## src/hdl/sbda_pkg.sv

```systemverilog
// ----------------------------------------------------------------------------
// Signed binary to decimal ASCII package
// Widths and character codes shared by the converter and its checker.
// ----------------------------------------------------------------------------
package sbda_pkg;

  localparam int DEFAULT_VALUE_WIDTH = 64;
  localparam int INPUT_WIDTH         = 64;
  localparam int CHAR_WIDTH          = 8;

  localparam logic [CHAR_WIDTH-1:0] ASCII_ZERO  = 8'h30;
  localparam logic [CHAR_WIDTH-1:0] ASCII_NINE  = 8'h39;
  localparam logic [CHAR_WIDTH-1:0] ASCII_MINUS = 8'h2D;

endpackage

```

## src/hdl/signed_binary_to_decimal_ascii_top.sv

```systemverilog
// ----------------------------------------------------------------------------
// Signed binary to decimal ASCII converter
// Converts one two's complement integer per transaction into its decimal
// text, one ASCII character per output transaction, with tlast on the final one.
// ----------------------------------------------------------------------------
// Operation: a value is accepted, its magnitude is converted by shift-and-add-3 in
// the shared BCD correction unit, a minus sign is sent first for a negative
// value, then leading zeros are skipped and the remaining digits are emitted.
// Acceptance: a new value is taken only once the last character of the previous
// one has been loaded into the output register; a stalled output holds emission.
// Reset: rst is synchronous and active high; it idles the sequencer and
// empties the output register.
module signed_binary_to_decimal_ascii_top #(
  parameter int VALUE_WIDTH = sbda_pkg::DEFAULT_VALUE_WIDTH
) (
  input  logic                             clk,
  input  logic                             rst,
  input  logic                             s_tvalid,
  output logic                             s_tready,
  // Fields from bit 0 up: value.
  input  logic [sbda_pkg::INPUT_WIDTH-1:0] s_tdata,
  output logic                             m_tvalid,
  input  logic                             m_tready,
  // Fields from bit 0 up: character.
  output logic [sbda_pkg::CHAR_WIDTH-1:0]  m_tdata,
  output logic                             m_tlast
);
  import sbda_pkg::*;

  localparam int NUM_DIGITS = ((VALUE_WIDTH * 1233) >> 12) + 1;
  localparam int BCD_WIDTH  = NUM_DIGITS * 4;
  localparam int BIT_CNT_W  = $clog2(VALUE_WIDTH + 1);
  localparam int DIG_CNT_W  = $clog2(NUM_DIGITS + 1);

  localparam logic [1:0] ST_IDLE = 2'd0;
  localparam logic [1:0] ST_CONV = 2'd1;
  localparam logic [1:0] ST_SIGN = 2'd2;
  localparam logic [1:0] ST_EMIT = 2'd3;

  logic [1:0]             state, state_next;
  logic [VALUE_WIDTH-1:0] mag, mag_next;
  logic [BCD_WIDTH-1:0]   bcd, bcd_next;
  logic [BCD_WIDTH-1:0]   bcd_adj;
  logic [BIT_CNT_W-1:0]   bit_cnt, bit_cnt_next;
  logic [DIG_CNT_W-1:0]   dig_cnt, dig_cnt_next;
  logic                   neg, neg_next;
  logic                   started, started_next;
  logic                   out_valid, out_valid_next;
  logic [CHAR_WIDTH-1:0]  out_char, out_char_next;
  logic                   out_last, out_last_next;

  logic [VALUE_WIDTH-1:0] value_in;
  logic [3:0]             top_digit;
  logic                   out_free;

  assign value_in  = s_tdata[VALUE_WIDTH-1:0];
  assign top_digit = bcd[BCD_WIDTH-1 -: 4];
  assign out_free  = !out_valid || m_tready;

  assign s_tready = (state == ST_IDLE);
  assign m_tvalid = out_valid;
  assign m_tdata  = out_char;
  assign m_tlast  = out_last;

  always_comb begin
    for (int d = 0; d < NUM_DIGITS; d++) begin
      bcd_adj[d*4 +: 4] = (bcd[d*4 +: 4] >= 4'd5) ? bcd[d*4 +: 4] + 4'd3 : bcd[d*4 +: 4];
    end
  end

  always_comb begin
    state_next     = state;
    mag_next       = mag;
    bcd_next       = bcd;
    bit_cnt_next   = bit_cnt;
    dig_cnt_next   = dig_cnt;
    neg_next       = neg;
    started_next   = started;
    out_valid_next = out_valid && !m_tready;
    out_char_next  = out_char;
    out_last_next  = out_last;
    unique case (state)
      ST_IDLE: begin
        if (s_tvalid) begin
          neg_next     = value_in[VALUE_WIDTH-1];
          mag_next     = value_in[VALUE_WIDTH-1] ? (~value_in + 1'b1) : value_in;
          bcd_next     = '0;
          bit_cnt_next = BIT_CNT_W'(VALUE_WIDTH);
          state_next   = ST_CONV;
        end
      end
      ST_CONV: begin
        bcd_next     = {bcd_adj[BCD_WIDTH-2:0], mag[VALUE_WIDTH-1]};
        mag_next     = {mag[VALUE_WIDTH-2:0], 1'b0};
        bit_cnt_next = bit_cnt - 1'b1;
        if (bit_cnt == BIT_CNT_W'(1)) begin
          dig_cnt_next = DIG_CNT_W'(NUM_DIGITS);
          started_next = 1'b0;
          state_next   = neg ? ST_SIGN : ST_EMIT;
        end
      end
      ST_SIGN: begin
        if (out_free) begin
          out_valid_next = 1'b1;
          out_char_next  = ASCII_MINUS;
          out_last_next  = 1'b0;
          state_next     = ST_EMIT;
        end
      end
      ST_EMIT: begin
        if (!started && top_digit == 4'd0 && dig_cnt != DIG_CNT_W'(1)) begin
          bcd_next     = {bcd[BCD_WIDTH-5:0], 4'd0};
          dig_cnt_next = dig_cnt - 1'b1;
        end else if (out_free) begin
          out_valid_next = 1'b1;
          out_char_next  = ASCII_ZERO + {4'd0, top_digit};
          out_last_next  = (dig_cnt == DIG_CNT_W'(1));
          bcd_next       = {bcd[BCD_WIDTH-5:0], 4'd0};
          dig_cnt_next   = dig_cnt - 1'b1;
          started_next   = 1'b1;
          if (dig_cnt == DIG_CNT_W'(1)) begin
            state_next = ST_IDLE;
          end
        end
      end
      default: begin
        state_next = ST_IDLE;
      end
    endcase
  end

  always_ff @(posedge clk) begin
    if (rst) begin
      state     <= ST_IDLE;
      out_valid <= 1'b0;
      bit_cnt   <= '0;
      dig_cnt   <= '0;
      started   <= 1'b0;
      neg       <= 1'b0;
    end else begin
      state     <= state_next;
      out_valid <= out_valid_next;
      bit_cnt   <= bit_cnt_next;
      dig_cnt   <= dig_cnt_next;
      started   <= started_next;
      neg       <= neg_next;
    end
  end

  always_ff @(posedge clk) begin
    mag      <= mag_next;
    bcd      <= bcd_next;
    out_char <= out_char_next;
    out_last <= out_last_next;
  end

endmodule

```

## config.mk

```make
export PLATFORM = sky130hd
export DESIGN_NAME = signed_binary_to_decimal_ascii_top
export DESIGN_NICKNAME = d
export VERILOG_FILES = /design/src/hdl/sbda_pkg.sv /design/src/hdl/signed_binary_to_decimal_ascii_top.sv
export SDC_FILE = /design/constraint.sdc
export NUM_CORES = 1
export LEC_CHECK = 0
export BUFFER_PORTS_ARGS = -buffer_cell sky130_fd_sc_hd__buf_2
export CAP_MARGIN = 20
export CORE_ASPECT_RATIO = 0.6
export CORE_MARGIN = 3
export CORE_UTILIZATION = 50
export CTS_CLUSTER_DIAMETER = 30
export DETAILED_ROUTE_END_ITERATION = 12
export PLACE_DENSITY = 0.76
export SYNTH_ARGS = -nofsm -noshare
export SYNTH_HDL_FRONTEND = slang
export SYNTH_SLANG_ARGS = --single-unit
```

## constraint.sdc

```tcl
create_clock -name clk -period 22.8 [get_ports clk]
set_input_delay 4.56 -clock clk [delete_from_list [all_inputs] [get_ports clk]]
set_output_delay 4.56 -clock clk [all_outputs]
set_load 0.02 [all_outputs]
```

==> impl_metrics.py <==
metrics = {
    "routing": {
        "vias": 8709,
        "wl_per_cell_um": 17.90,
        "ant_nets": 0,
        "first_pass_iters": 5,
        "wirelength_mm": 25.42,
        "vias_per_cell": 6.133,
        "drt_iter0_drc": 920,
        "drc": 0,
    },
    "cts": {
        "cts_hold_buf": 0,
        "clk_pin_slew_ns": 0.07,
        "ctsResizeCount": 0,
        "clk_latency_ns": 0.43,
        "cts.sinks": 167,
        "cts_buffer_depth": 2,
        "cts_tree": "done",
        "cts_buffers": 17,
        "post_cts_buffers": 0,
        "ctsRootBufferMaster": "clkbuf_16",
        "cts_htree_levels": 4,
    },
    "grt": {
        "antenna_found_initial": 0,
        "grt_pass1_wl_mm": 41.64,
        "gr-usage-all-layers_pct": 21.71,
        "grt_pass1_vias": 8003,
        "grt_overflow_total": 0,
        "grt_max_degree": 96,
    },
    "timing": {
        "clock.fmax_ghz": 0.1390,
        "finalCritPeriodShare_pct": 31.54,
        "slew_headroom_pct": 30.54,
        "setup_tns_ns": 0,
        "min_period_ns": 7.192,
        "skew_ns": 0.01039,
        "holdWs_ns": 0.4627,
        "final_hold_viol_count": 0,
        "rsz0062_at_grt": "no",
        "finalMaxSlewViolations": 0,
        "tightestPinTransition_ns": 1.042,
        "setup_viol": 0,
    },
    "logic_synthesis": {
        "yosysSeqAreaShare_pct": 45.46,
        "avgSynthCellArea_sq_um": 9.814,
        "ys_seq_elements": 167,
        "synthArstFlopShare_pct": 0,
        "synth_top_family_by_area": "compound AO/OA/AOI/OAI gates",
        "synthMuxAreaShare_pct": 1.432,
        "netlist_instances": 1086,
        "synth.area.top_cells": "edfxtp_1 (42%), ha_1 (5.9%), o21ai_0 (4.4%)",
        "ys_warn_count": 0,
        "synthSimpleGateAreaFrac_pct": 18.13,
        "yosysTopAreaCell": "edfxtp_1",
        "synth_xor_area_share_pct": 5.342,
        "yosysUniqueCellTypes": 61,
        "synth_compound_gate_area_share_pct": 19.34,
        "synth-edff-count": 150,
        "synthFlopType": "edfxtp_1",
        "synthAdderAreaFrac_pct": 5.870,
        "syn_area_sq_um": 10660,
        "synth_top_cell_area_share_pct": 42.26,
    },
    "worst_setup_path": {
        "path_max_fanout": 18,
        "cp.arrival_ns": 7.38,
        "crit_path_start_kind": "input port",
        "cp-end-kind": "flip-flop",
        "critical_path_required_ns": 22.98,
        "criticalPathCategory": "input port to flip-flop",
    },
    "place": {
        "gp_congestion": 0.8670,
        "place_hpwl_mm": 16.48,
        "io_buffer_count": 75,
    },
    "floorplan": {
        "io_pins": 79,
        "num_rows": 40,
        "die_h_um": 119.1,
        "die_width_um": 194.5,
        "start_util_pct": 52.07,
        "dieArea_sq_um": 23160,
        "core_sq_um": 20470,
    },
    "pwr": {
        "powerDensity_nw_per_um2": 136.3,
        "ir_drop_v": 0.0001173,
        "p_leak_nw": 4.223,
    },
    "cells_and_area": {
        "final.fill_count": 1706,
        "insertedDiodeCount": 0,
        "final_cell_mix": "edfxtp_1 (150), o21ai_0 (94), nand2_1 (83)",
        "final_nets": 1252,
        "layout_commonest_cell": "edfxtp_1",
        "drive_gt1_share_pct": 13.08,
        "multiInputGateArea_sq_um": 5379,
        "seq_area_sq_um": 4845,
        "area_growth_pct": 11.70,
    },
    "job": {
        "max_cap_violations": 0,
    },
    "hold_path": {
        "hold_class": "flip-flop to flip-flop",
    },
    "run_status": {
        "status": "complete, no violations",
    },
}
==> cells in the mapped netlist (3+ instances only) <==
| library cell | instances |
|---|---|
| edfxtp_1 | 150 |
| o21ai_0 | 94 |
| nand2_1 | 83 |
| a21oi_1 | 69 |
| nor2_1 | 65 |
| inv_1 | 55 |
| ha_1 | 50 |
| clkbuf_1 | 42 |
| xnor2_1 | 35 |
| nor3b_1 | 33 |
| xor2_1 | 30 |
| nand3_1 | 28 |
| nand2b_1 | 26 |
| nand4_1 | 25 |
| o22ai_1 | 24 |
| a22oi_1 | 22 |
| dfxtp_1 | 17 |
| nor2b_1 | 16 |
| nor3_1 | 15 |
| or3_1 | 15 |
| a22o_1 | 14 |
| o32ai_1 | 13 |
| a311o_1 | 12 |
| nor4_1 | 12 |
| o41ai_1 | 12 |
| or4_1 | 12 |
| o31ai_1 | 11 |
| mux2_2 | 10 |
| buf_1 | 9 |
| a211o_1 | 7 |
| a222oi_1 | 5 |
| and3_1 | 5 |
| or2_2 | 5 |
| a211oi_1 | 4 |
| a21o_1 | 4 |
| buf_4 | 4 |
| mux2i_1 | 4 |
| nand3b_1 | 4 |
| buf_2 | 3 |
| nor4b_1 | 3 |
| o211ai_1 | 3 |
| o31a_1 | 3 |
| or4_4 | 3 |
==> worst paths after layout <==
path / depth (start not counted) / to / slack [ns] / from
worst min register to register: 2 / neg / 0.46 / neg
worst max-delay path: 6 / mag[43] / 15.61 / s_tdata[6]
worst min-delay path: 2 / neg / 0.46 / neg
worst max register to register: 6 / bcd[42] / 19.63 / bcd[76]
==> where the power goes <==
group          switching, mW  internal [mW]  leakage [nW]
clock                  0.131          0.186         0.315
sequential             0.102          0.555          1.63
combinational          0.403          0.245          2.27
total                  0.637          0.986          4.22
==> cell type report <==
cell class / instances / area share, %
Multi-Input combinational cell: 805 / 45.18
Sequential cell: 167 / 40.69
Timing Repair Buffer: 88 / 4.141
Clock buffer: 17 / 3.573
Tap cell: 273 / 2.869
Clock inverter: 15 / 1.808
Inverter: 55 / 1.734
==> through the flow <==
stage / instance area [sq um] / power (mW) / util (%) / worst slack [ns] / std cells
floorplan: 10660 / 1.141 / - / 11.44 / 1087
global placement: 11230 / 1.273 / 54.86 / 15.35 / 1386
detailed placement: 11230 / 1.295 / 54.86 / 15.23 / 1386
CTS: 11870 / 1.621 / 57.99 / 15.69 / 1418
global route: 11910 / 1.745 / 58.16 / 15.47 / 1420
finish: 11910 / 1.623 / 58.16 / 15.61 / 1420
==> cells by family after synthesis <==
family / after synthesis
mux: 14
buf+inv: 115
simple gates: 358
fa+ha+maj: 50
flops: 167
xor+xnor: 65
compound gates: 315
other cells: 2
==> layer usage <==
metal	global-route usage, %	wire length (um)
met5	0	0
met4	4.079	202
met3	4.467	2173
met2	30.06	10420
met1	34.86	12630
==> registers in the layout, indices dropped and copies added (netlist names) <==
signal,cells
state,2
bit_cnt,7
dig_cnt,5
bcd,80
m_tdata,5
m_tvalid,1
neg,1
m_tlast,1
mag,64
started,1
==> worst max-delay path, stage by stage <==
cell	delay (ns)
buf_2	0.12
or4_1	0.55
or4_1	0.86
nor3_4	0.72
a2111oi_0	0.25
a221o_1	0.30
Note: power is estimated with default switching activity, not from simulation.
